[config.mk]
export PLATFORM = sky130hd
export DESIGN_NAME = servo_eased_move_generator
export DESIGN_NICKNAME = d
export VERILOG_FILES = /design/src/rtl/core/semg_pkg.sv /design/src/rtl/core/semg_mul.sv /design/src/rtl/core/semg_div.sv /design/src/rtl/core/servo_eased_move_generator.sv
export SDC_FILE = /design/constraint.sdc
export NUM_CORES = 2
export LEC_CHECK = 0
export ABC_AREA = 1
export BUFFER_PORTS_ARGS = -buffer_cell sky130_fd_sc_hd__buf_2
export CAP_MARGIN = 10
export CORE_ASPECT_RATIO = 1.1
export CORE_MARGIN = 1
export CORE_UTILIZATION = 45
export CTS_CLUSTER_DIAMETER = 30
export DETAILED_ROUTE_END_ITERATION = 16
export GPL_ROUTABILITY_DRIVEN = 0
export SLEW_MARGIN = 30
export SYNTH_ARGS = -nofsm -noshare
export SYNTH_HDL_FRONTEND = slang
export SYNTH_SLANG_ARGS = --single-unit
export TNS_END_PERCENT = 20
[constraint.sdc]
create_clock -name clk -period 12.1 [get_ports clk]
set_input_delay 1.21 -clock clk [delete_from_list [all_inputs] [get_ports clk]]
set_output_delay 1.21 -clock clk [all_outputs]
set_load 0.005 [all_outputs]
[src/rtl/core/semg_pkg.sv]
// Shared types and constants for the servo eased move generator.
// Used by the serial multiplier, the serial divider and the top level.
package semg_pkg;

  localparam int SERVO_NUM = 4;
  localparam int ANG_W     = 8;
  localparam int STEP_W    = 13;
  localparam int MUL_A_W   = 39;
  localparam int MUL_B_W   = 13;
  localparam int MUL_P_W   = MUL_A_W + MUL_B_W;
  localparam int DIV_W     = 50;
  localparam int QUO_W     = 9;

  localparam logic [ANG_W-1:0] ANG_MAX  = 8'd180;
  localparam logic [ANG_W-1:0] ANG_HOME = 8'd90;
  localparam logic [15:0] HOME_BASE_MS  = 16'd500;
  localparam logic [15:0] HOME_MAX_MS   = 16'd1700;
  localparam logic [15:0] HOME_SLOPE    = 16'd9;
  localparam logic [15:0] TICK_MS       = 16'd10;
  // floor(x/10) == (x * RECIP10) >> RECIP10_SH for every 16-bit x.
  localparam logic [16:0] RECIP10       = 17'd52429;
  localparam int RECIP10_SH             = 19;

  typedef enum logic [2:0] {
    REQ_MOVE   = 3'd0,
    REQ_TICK   = 3'd1,
    REQ_STOP   = 3'd2,
    REQ_HOME   = 3'd3,
    REQ_SINGLE = 3'd4,
    REQ_CLEAR  = 3'd5
  } req_t;

  typedef enum logic [2:0] {
    S_IDLE,
    S_R2,
    S_R3,
    S_N2,
    S_N3,
    S_MM,
    S_DV,
    S_DONE
  } state_t;

  // Absolute difference between two angles.
  function automatic logic [ANG_W-1:0] ang_dist(input logic [ANG_W-1:0] a,
                                                input logic [ANG_W-1:0] b);
    logic [ANG_W-1:0] d;
    d = (a >= b) ? (a - b) : (b - a);
    return d;
  endfunction

endpackage

[src/rtl/core/semg_mul.sv]
// Shift-add multiplier that takes one multiplier bit per cycle.
// Depends on semg_pkg for operand widths.
module semg_mul (
  input  logic                             clk,
  input  logic                             rst_n,
  input  logic                             start_i,
  input  logic [semg_pkg::MUL_A_W-1:0]     a_i,
  input  logic [semg_pkg::MUL_B_W-1:0]     b_i,
  output logic                             done_o,
  output logic [semg_pkg::MUL_P_W-1:0]     prod_o
);

  localparam int CNT_W = $clog2(semg_pkg::MUL_B_W + 1);

  logic [semg_pkg::MUL_P_W-1:0] acc_r;
  logic [semg_pkg::MUL_P_W-1:0] a_r;
  logic [semg_pkg::MUL_B_W-1:0] b_r;
  logic [CNT_W-1:0]             cnt_r;
  logic                         done_r;

  // Control: bit counter and completion pulse.
  always_ff @(posedge clk) begin
    if (!rst_n) begin
      cnt_r  <= '0;
      done_r <= 1'b0;
    end else if (start_i) begin
      cnt_r  <= CNT_W'(semg_pkg::MUL_B_W);
      done_r <= 1'b0;
    end else begin
      done_r <= (cnt_r == CNT_W'(1));
      if (cnt_r != '0) cnt_r <= cnt_r - CNT_W'(1);
    end
  end

  // Datapath: add the shifted multiplicand when the low multiplier bit is set.
  always_ff @(posedge clk) begin
    if (start_i) begin
      acc_r <= '0;
      a_r   <= semg_pkg::MUL_P_W'(a_i);
      b_r   <= b_i;
    end else if (cnt_r != '0) begin
      if (b_r[0]) acc_r <= acc_r + a_r;
      a_r <= {a_r[semg_pkg::MUL_P_W-2:0], 1'b0};
      b_r <= {1'b0, b_r[semg_pkg::MUL_B_W-1:1]};
    end
  end

  assign done_o = done_r;
  assign prod_o = acc_r;

endmodule

[src/rtl/core/semg_div.sv]
// Restoring divider that produces one quotient bit per cycle.
// Depends on semg_pkg for widths; the quotient is known to fit QUO_W bits.
module semg_div (
  input  logic                           clk,
  input  logic                           rst_n,
  input  logic                           start_i,
  input  logic [semg_pkg::DIV_W-1:0]     num_i,
  input  logic [semg_pkg::DIV_W-1:0]     den_i,
  output logic                           done_o,
  output logic [semg_pkg::QUO_W-1:0]     quo_o
);

  localparam int CNT_W = $clog2(semg_pkg::QUO_W + 1);

  logic [semg_pkg::DIV_W-1:0] rem_r;
  logic [semg_pkg::DIV_W-1:0] dsh_r;
  logic [semg_pkg::QUO_W-1:0] quo_r;
  logic [CNT_W-1:0]           cnt_r;
  logic                       done_r;
  logic                       fit;

  assign fit = (rem_r >= dsh_r);

  // Control: quotient bit counter and completion pulse.
  always_ff @(posedge clk) begin
    if (!rst_n) begin
      cnt_r  <= '0;
      done_r <= 1'b0;
    end else if (start_i) begin
      cnt_r  <= CNT_W'(semg_pkg::QUO_W);
      done_r <= 1'b0;
    end else begin
      done_r <= (cnt_r == CNT_W'(1));
      if (cnt_r != '0) cnt_r <= cnt_r - CNT_W'(1);
    end
  end

  // Datapath: trial subtract of the shifted divisor, most significant bit first.
  always_ff @(posedge clk) begin
    if (start_i) begin
      rem_r <= num_i;
      dsh_r <= den_i << (semg_pkg::QUO_W - 1);
      quo_r <= '0;
    end else if (cnt_r != '0) begin
      if (fit) rem_r <= rem_r - dsh_r;
      quo_r <= {quo_r[semg_pkg::QUO_W-2:0], fit};
      dsh_r <= {1'b0, dsh_r[semg_pkg::DIV_W-1:1]};
    end
  end

  assign done_o = done_r;
  assign quo_o  = quo_r;

endmodule

[src/rtl/core/servo_eased_move_generator.sv]
// Top level of the four-servo eased move generator.
// Depends on semg_pkg, semg_mul and semg_div.
//
// Each accepted item yields one result item. Every item but a tick inside an
// eased move goes from idle straight to the done state. A tick inside an eased
// move first runs the serial units: a bit-serial multiplier forms (N-k)^3 and N^3
// with four multiplies, then for each of the four servos scales the cube by the
// angle distance and a one bit per cycle divider rounds the ratio. The next item
// is taken as soon as the result is handed to the output register, even while it
// waits there.
module servo_eased_move_generator (
  input  logic              clk,
  input  logic              rst_n,
  input  logic              in_valid,
  output logic              in_ready,
  input  logic [2:0]        in_req_type,
  input  logic [15:0]       in_duration_ms,
  input  logic [7:0]        in_target_a,
  input  logic [7:0]        in_target_b,
  input  logic [7:0]        in_target_c,
  input  logic [7:0]        in_target_d,
  input  logic [2:0]        in_servo_index,
  input  logic signed [8:0] in_single_angle,
  output logic              out_valid,
  input  logic              out_ready,
  output logic [7:0]        out_angle_a,
  output logic [7:0]        out_angle_b,
  output logic [7:0]        out_angle_c,
  output logic [7:0]        out_angle_d,
  output logic              out_moving,
  output logic              out_finished,
  output logic              out_stop_pending,
  output logic              out_at_rest,
  input  logic              cfg_valid,
  output logic              cfg_ready,
  input  logic [3:0]        cfg_enabled_mask
);

  localparam int NS = semg_pkg::SERVO_NUM;
  localparam int AW = semg_pkg::ANG_W;
  localparam int SW = semg_pkg::STEP_W;

  semg_pkg::state_t state_r, state_nxt;

  logic [AW-1:0] cur_r   [NS];
  logic [AW-1:0] start_r [NS];
  logic [AW-1:0] goal_r  [NS];
  logic [SW-1:0] n_r, step_r, r_r;
  logic [NS-1:0] mask_r;
  logic          busy_r, stop_r, rest_r, homing_r, done_r;
  logic [1:0]    idx_r;
  logic [38:0]   n3_r, r3_r;

  logic [AW-1:0] out_ang_r [NS];
  logic          out_valid_r, out_moving_r, out_fin_r, out_stop_r, out_rest_r;

  logic                             mul_start, mul_done, div_start, div_done;
  logic [semg_pkg::MUL_A_W-1:0]     mul_a;
  logic [semg_pkg::MUL_B_W-1:0]     mul_b;
  logic [semg_pkg::MUL_P_W-1:0]     mul_prod;
  logic [semg_pkg::DIV_W-1:0]       div_num, div_den;
  logic [semg_pkg::QUO_W-1:0]       div_quo;

  logic          accept, out_load;
  logic [AW-1:0] tgt [NS];
  logic [AW-1:0] sat [NS];
  logic [AW-1:0] md;
  logic [15:0]   hd, bm_dur;
  logic [32:0]   recip;
  logic [SW-1:0] bm_n, k_now, r_now;
  logic          tick_eased;
  logic [1:0]    idx_sel;
  logic [AW-1:0] mag;
  logic          up_cur;
  logic [AW-1:0] new_ang;
  logic [AW-1:0] sing_ang;
  semg_pkg::req_t req;

  assign req       = semg_pkg::req_t'(in_req_type);
  assign in_ready  = (state_r == semg_pkg::S_IDLE);
  assign accept    = in_valid && in_ready;
  assign cfg_ready = 1'b1;
  assign out_load  = (state_r == semg_pkg::S_DONE) && (!out_valid_r || out_ready);

  assign tgt[0] = in_target_a;
  assign tgt[1] = in_target_b;
  assign tgt[2] = in_target_c;
  assign tgt[3] = in_target_d;

  // Request decode: saturated targets, home duration and step count.
  always_comb begin
    md = '0;
    for (int i = 0; i < NS; i++) begin
      sat[i] = (tgt[i] > semg_pkg::ANG_MAX) ? semg_pkg::ANG_MAX : tgt[i];
      if (mask_r[i] && (semg_pkg::ang_dist(cur_r[i], semg_pkg::ANG_HOME) > md))
        md = semg_pkg::ang_dist(cur_r[i], semg_pkg::ANG_HOME);
    end
    hd = semg_pkg::HOME_BASE_MS + semg_pkg::HOME_SLOPE * 16'(md);
    if (hd > semg_pkg::HOME_MAX_MS) hd = semg_pkg::HOME_MAX_MS;
    bm_dur = (req == semg_pkg::REQ_HOME) ? hd : in_duration_ms;
    recip  = 33'(bm_dur) * 33'(semg_pkg::RECIP10);
    bm_n   = recip[semg_pkg::RECIP10_SH +: SW];
  end

  // Tick decode: step index and remaining steps.
  assign k_now      = step_r + SW'(1);
  assign r_now      = n_r - k_now;
  assign tick_eased = (req == semg_pkg::REQ_TICK) && busy_r && !stop_r && (k_now < n_r);

  // Single set angle: out of range values become the home angle.
  assign sing_ang = (in_single_angle < 0 || in_single_angle > 9'sd180) ?
                    semg_pkg::ANG_HOME : in_single_angle[AW-1:0];

  // Distance for the servo now being scaled.
  assign idx_sel = (state_r == semg_pkg::S_DV) ? (idx_r + 2'd1) : idx_r;
  assign mag     = semg_pkg::ang_dist(goal_r[idx_sel], start_r[idx_sel]);
  assign up_cur  = (goal_r[idx_r] >= start_r[idx_r]);
  assign new_ang = up_cur ? (goal_r[idx_r] - div_quo[AW-1:0])
                          : (goal_r[idx_r] + div_quo[AW-1:0]);

  // State register.
  always_ff @(posedge clk) begin
    if (!rst_n) state_r <= semg_pkg::S_IDLE;
    else        state_r <= state_nxt;
  end

  // Sequencer: next state and launches of the serial units.
  always_comb begin
    state_nxt = state_r;
    mul_start = 1'b0;
    mul_a     = '0;
    mul_b     = '0;
    div_start = 1'b0;
    div_num   = '0;
    div_den   = '0;
    unique case (state_r)
      semg_pkg::S_IDLE: begin
        if (accept) begin
          if (tick_eased) begin
            state_nxt = semg_pkg::S_R2;
            mul_start = 1'b1;
            mul_a     = semg_pkg::MUL_A_W'(r_now);
            mul_b     = r_now;
          end else begin
            state_nxt = semg_pkg::S_DONE;
          end
        end
      end
      semg_pkg::S_R2: begin
        if (mul_done) begin
          state_nxt = semg_pkg::S_R3;
          mul_start = 1'b1;
          mul_a     = semg_pkg::MUL_A_W'(mul_prod[25:0]);
          mul_b     = r_r;
        end
      end
      semg_pkg::S_R3: begin
        if (mul_done) begin
          state_nxt = semg_pkg::S_N2;
          mul_start = 1'b1;
          mul_a     = semg_pkg::MUL_A_W'(n_r);
          mul_b     = n_r;
        end
      end
      semg_pkg::S_N2: begin
        if (mul_done) begin
          state_nxt = semg_pkg::S_N3;
          mul_start = 1'b1;
          mul_a     = semg_pkg::MUL_A_W'(mul_prod[25:0]);
          mul_b     = n_r;
        end
      end
      semg_pkg::S_N3: begin
        if (mul_done) begin
          state_nxt = semg_pkg::S_MM;
          mul_start = 1'b1;
          mul_a     = r3_r;
          mul_b     = semg_pkg::MUL_B_W'(mag);
        end
      end
      semg_pkg::S_MM: begin
        // Rounded ratio: down moves round ties up, up moves round ties down.
        if (mul_done) begin
          state_nxt = semg_pkg::S_DV;
          div_start = 1'b1;
          div_num   = {mul_prod[semg_pkg::DIV_W-2:0], 1'b0}
                      + semg_pkg::DIV_W'(n3_r)
                      - semg_pkg::DIV_W'(up_cur);
          div_den   = semg_pkg::DIV_W'({n3_r, 1'b0});
        end
      end
      semg_pkg::S_DV: begin
        if (div_done) begin
          if (idx_r == 2'(NS - 1)) begin
            state_nxt = semg_pkg::S_DONE;
          end else begin
            state_nxt = semg_pkg::S_MM;
            mul_start = 1'b1;
            mul_a     = r3_r;
            mul_b     = semg_pkg::MUL_B_W'(mag);
          end
        end
      end
      semg_pkg::S_DONE: begin
        if (out_load) state_nxt = semg_pkg::S_IDLE;
      end
      default: state_nxt = semg_pkg::S_IDLE;
    endcase
  end

  // Control state: flags, counters and enable mask.
  always_ff @(posedge clk) begin
    if (!rst_n) begin
      mask_r   <= '1;
      n_r      <= '0;
      step_r   <= '0;
      busy_r   <= 1'b0;
      stop_r   <= 1'b0;
      rest_r   <= 1'b0;
      homing_r <= 1'b0;
      done_r   <= 1'b0;
      idx_r    <= '0;
      for (int i = 0; i < NS; i++) cur_r[i] <= semg_pkg::ANG_HOME;
    end else begin
      if (cfg_valid && cfg_ready) mask_r <= cfg_enabled_mask;
      if (accept) begin
        done_r <= 1'b0;
        idx_r  <= '0;
        unique case (req)
          semg_pkg::REQ_MOVE, semg_pkg::REQ_HOME: begin
            rest_r   <= 1'b0;
            homing_r <= 1'b0;
            if (req == semg_pkg::REQ_HOME) stop_r <= 1'b0;
            if (bm_dur <= semg_pkg::TICK_MS) begin
              // Short move: jump straight to the goals.
              for (int i = 0; i < NS; i++)
                if (mask_r[i]) cur_r[i] <= sat[i];
              busy_r <= 1'b0;
              done_r <= 1'b1;
            end else begin
              n_r      <= bm_n;
              step_r   <= '0;
              busy_r   <= 1'b1;
              homing_r <= (req == semg_pkg::REQ_HOME);
            end
          end
          semg_pkg::REQ_TICK: begin
            if (busy_r) begin
              if (stop_r) begin
                busy_r   <= 1'b0;
                homing_r <= 1'b0;
                if (homing_r) rest_r <= 1'b1;
              end else begin
                step_r <= k_now;
                if (!tick_eased) begin
                  // Last step lands on the goals.
                  for (int i = 0; i < NS; i++)
                    if (mask_r[i]) cur_r[i] <= goal_r[i];
                  busy_r   <= 1'b0;
                  done_r   <= 1'b1;
                  homing_r <= 1'b0;
                  if (homing_r) rest_r <= 1'b1;
                end
              end
            end
          end
          semg_pkg::REQ_STOP:  stop_r <= 1'b1;
          semg_pkg::REQ_CLEAR: stop_r <= 1'b0;
          semg_pkg::REQ_SINGLE: begin
            rest_r <= 1'b0;
            if (in_servo_index < 3'(NS) && mask_r[in_servo_index[1:0]])
              cur_r[in_servo_index[1:0]] <= sing_ang;
          end
          default: ;
        endcase
      end else if (state_r == semg_pkg::S_DV && div_done) begin
        if (mask_r[idx_r]) cur_r[idx_r] <= new_ang;
        idx_r <= idx_r + 2'd1;
      end
    end
  end

  // Move endpoints and cubes; no reset, read only while a move is running.
  always_ff @(posedge clk) begin
    if (accept && (req == semg_pkg::REQ_MOVE || req == semg_pkg::REQ_HOME)) begin
      for (int i = 0; i < NS; i++) begin
        start_r[i] <= cur_r[i];
        goal_r[i]  <= (req == semg_pkg::REQ_HOME) ? semg_pkg::ANG_HOME : sat[i];
      end
    end
    if (accept) r_r <= r_now;
    if (mul_done) begin
      unique case (state_r)
        semg_pkg::S_R3: r3_r <= mul_prod[38:0];
        semg_pkg::S_N3: n3_r <= mul_prod[38:0];
        default: ;
      endcase
    end
  end

  // Result register.
  always_ff @(posedge clk) begin
    if (!rst_n) out_valid_r <= 1'b0;
    else if (out_load) out_valid_r <= 1'b1;
    else if (out_ready) out_valid_r <= 1'b0;
  end

  always_ff @(posedge clk) begin
    if (out_load) begin
      for (int i = 0; i < NS; i++) out_ang_r[i] <= cur_r[i];
      out_moving_r <= busy_r;
      out_fin_r    <= done_r;
      out_stop_r   <= stop_r;
      out_rest_r   <= rest_r;
    end
  end

  semg_mul u_mul (
    .clk     (clk),
    .rst_n   (rst_n),
    .start_i (mul_start),
    .a_i     (mul_a),
    .b_i     (mul_b),
    .done_o  (mul_done),
    .prod_o  (mul_prod)
  );

  semg_div u_div (
    .clk     (clk),
    .rst_n   (rst_n),
    .start_i (div_start),
    .num_i   (div_num),
    .den_i   (div_den),
    .done_o  (div_done),
    .quo_o   (div_quo)
  );

  assign out_valid        = out_valid_r;
  assign out_angle_a      = out_ang_r[0];
  assign out_angle_b      = out_ang_r[1];
  assign out_angle_c      = out_ang_r[2];
  assign out_angle_d      = out_ang_r[3];
  assign out_moving       = out_moving_r;
  assign out_finished     = out_fin_r;
  assign out_stop_pending = out_stop_r;
  assign out_at_rest      = out_rest_r;

endmodule

==> results_dict.tcl <==
set metrics [dict create \
    first_global_vias 36000 \
    routedWlPerCell_um 18.2 \
    finalCritPeriodShare_pct 102 \
    drc 0 \
    synth_warnings 0 \
    synth.cell_area_um2 40000 \
    numPortBuffers 109 \
    ys_top_cells_by_count "sky130_fd_sc_hd__inv_1 (956), sky130_fd_sc_hd__nand2_1 (884), sky130_fd_sc_hd__a21oi_1 (552), sky130_fd_sc_hd__ha_1 (437), sky130_fd_sc_hd__nor2_1 (373)" \
    vias 36700 \
    core_region_area_um2 87900 \
    post_synth_inst_count 5096 \
    cap_violations 0 \
    cts_root_buffer "sky130_fd_sc_hd__clkbuf_16" \
    detailedRoute.firstIterationViolations 2470 \
    grt_first_pass_wirelength_mm 192 \
    cpMostUsedCell "sky130_fd_sc_hd__buf_4" \
    post_drt_via_cell_ratio 5.37 \
    synth_enable_flop_cells 365 \
    nNetsFinal 6173 \
    std_cell_rows 114 \
    max_freq_ghz 0.0808 \
    setup_viol 13 \
    i_o_pin_total 111 \
    worstPathRequired_ns 12.65 \
    hold_violations 0 \
    post_layout_nonfiller_instances 6832 \
    clock_insertion_delay_worst_skew_ns 0.66 \
    yosys.cell_types.count 68 \
    cts_htree_levels 3 \
    crit_start "cur_r[0][1]" \
    drt_pass1_iterations 6 \
    seq_area_frac_synth_pct 33.8 \
    hold_class "reg2reg" \
    path_clk_slew_ns 0.05 \
    floorplan_die_width_um 286 \
    ff2ff_setup_slack_ns -0.28 \
    arrival_ns 12.93 \
    synthDominantCellAreaShare_pct 27.4 \
    dpl.hpwl_mm 95.0 \
    min-delay-start "done_r" \
    worstReg2RegStart "cur_r[0][1]" \
    floorplan_die_area_um2 90000 \
    setup.worst_path.class "reg2reg" \
    effective_utilization_at_floorplan_pct 45.5 \
    violations "negative setup slack" \
    asyncSetResetFlopFracSynth_pct 0 \
    grt_antenna_before_repair 3 \
    cts_buffer_depth 3 \
    worst_slew_margin_rel_pct 37.3 \
    final_setup_margin_ns -0.281 \
    rsz_0062_raised_after_global_routing "yes" \
    final.min_clock_period_ns 12.38 \
    fillCellCount 8161 \
    global_route.usage.total_pct 27.1 \
    final-max-slew-violation-count 0 \
    tritoncts_clock_tree "done" \
    critical_path.startpoint_type "flip-flop" \
    cts.sink_count 493 \
    slowest_stage "sky130_fd_sc_hd__edfxtp_1" \
    globalRoute.totalOverflow 0 \
    post-synth-top-area-cell "sky130_fd_sc_hd__edfxtp_1" \
    pin_count_of_the_biggest_net_entering_global_routing 77 \
    antenna_cells 0 \
    routed_wirelength_mm 124 \
    netlist_top_cells_area "sky130_fd_sc_hd__edfxtp_1 (27%), sky130_fd_sc_hd__ha_1 (14%), sky130_fd_sc_hd__inv_1 (9.0%), sky130_fd_sc_hd__nand2_1 (8.3%), sky130_fd_sc_hd__a21oi_1 (6.9%)" \
    yosysMostFrequentCell "sky130_fd_sc_hd__inv_1" \
    final_layout_size_suffix_gt1_share_pct 18.1 \
    dp_cells 6543 \
    synth_nets 5696 \
    tightestPinTransition_ns 0.941 \
    post_synth.cell_area_avg_um2 7.84 \
    cp-end-kind "flip-flop" \
    crit_path_max_incr_delay_ns 0.53 \
    dieHeight_um 315 \
    status "finished with violations" \
    cts_inserted_buffers 116 \
    syn2layout_area_growth_pct 24.3 \
    route.antenna.remaining_nets 0 \
    worst-path-max-fanout 8 \
    ys_seq_elements 493 \
    clock_skew_ns 0.0251 \
    synth_top_flop_cell "sky130_fd_sc_hd__edfxtp_1" \
]
==> critical path: cells and delay by family, from the launching register on <==
| kind | cells | cell delay [ns] |
|---|---|---|
| buf+inv | 48 | 5.48 |
| fa+ha+maj | 7 | 2.01 |
| flops | 1 | 0.53 |
| simple gates | 40 | 3.75 |
| compound gates | 6 | 0.47 |
==> per-layer routing <==
metal  vias to the layer above  GRT usage [%]  share of wire [%]
met1                     17000           33.7                 41
li1                      18200              -                  -
met5                         -              0              0.018
met2                      1163           47.4                 49
met4                         4           11.4                4.3
met3                       322           3.20                5.5
==> metrics by stage <==
stage	setup TNS [ns]	hold WS (ns)	utilization [%]	area (µm²)	setup slack, ns
2_1_floorplan	0	0.409	-	40000	0.0171
3_3_place_gp	-6.70	0.422	49.8	43700	-0.611
3_5_place_dp	-9.82	0.420	49.8	43700	-0.853
4_1_cts	-0.128	0.433	55.5	48800	-0.0860
5_1_grt	-10.54	0.445	56.5	49600	-0.861
6_report	-2.31	0.436	56.5	49600	-0.281
==> registers in the layout, indices dropped and copies added (netlist names), 4 cells and up, named ones only <==
name          count
cur_r            32
goal_r           32
mask_r            4
n3_r             39
n_r              13
out_ang_r        32
r3_r             39
r_r              13
start_r          32
step_r           13
u_div.cnt_r       4
u_div.dsh_r      48
u_div.quo_o       8
u_div.rem_r      50
u_mul.a_r        49
u_mul.b_r        13
u_mul.cnt_r       4
u_mul.prod_o     49
==> cell families (layout without fill, tap and decap cells) <==
logic type	after synthesis	in the layout	share of synthesized area (%)
AOI/OAI and AO/OA	1270	1270	18.3
buffers and inverters	1080	1655	10.3
DFF	493	493	33.8
adders and majority gates	528	528	18.2
muxes	3	3	0.0752
xor gates and xnor gates	94	94	2.06
and+or+nand+nor	1627	1628	17.2
other	1	1	0.00939
==> placed cells by master (no fill, tap or decap), types with 88 or more instances in the layout <==
| cell type | count |
|---|---|
| sky130_fd_sc_hd__fa_1 | 88 |
| sky130_fd_sc_hd__nand2_1 | 810 |
| sky130_fd_sc_hd__nor2_1 | 346 |
| sky130_fd_sc_hd__ha_1 | 392 |
| sky130_fd_sc_hd__nand3_1 | 146 |
| sky130_fd_sc_hd__edfxtp_1 | 365 |
| sky130_fd_sc_hd__clkbuf_16 | 118 |
| sky130_fd_sc_hd__buf_2 | 109 |
| sky130_fd_sc_hd__a21oi_1 | 536 |
| sky130_fd_sc_hd__inv_1 | 922 |
| sky130_fd_sc_hd__o21ai_0 | 319 |
| sky130_fd_sc_hd__buf_4 | 349 |
| sky130_fd_sc_hd__dfxtp_1 | 128 |
==> final cells by class <==
class                   count  area, µm²  area share [%]
multi-input cells        3524      23600            47.6
inverters                 973       3670            7.40
repair buffers            465       3250            6.54
well taps                1160       1450            2.92
clock inverters            84       1060            2.14
flip-flops and latches    493      13500            27.2
clock buffers             133       3050            6.14
==> worst paths after layout <==
kind / to / cells after the start
max: n_r[0] / 101
min: out_finished / 0
max reg2reg: n_r[0] / 101
min reg2reg: out_finished / 0
==> what timing repair did <==
action | 4_1_cts | 5_1_grt
hold endpoints to repair | 0 | 0
hold buffers | 0 | 0
pin swaps | 91 | 95
endpoints found under the setup margin | 13 | 13
gates cloned | 2 | 0
resized for setup | 129 | 182
setup buffers | 53 | 17
Power is not shown: default switching activity piles up to over one toggle a cycle in this logic, so the estimate is an artifact.
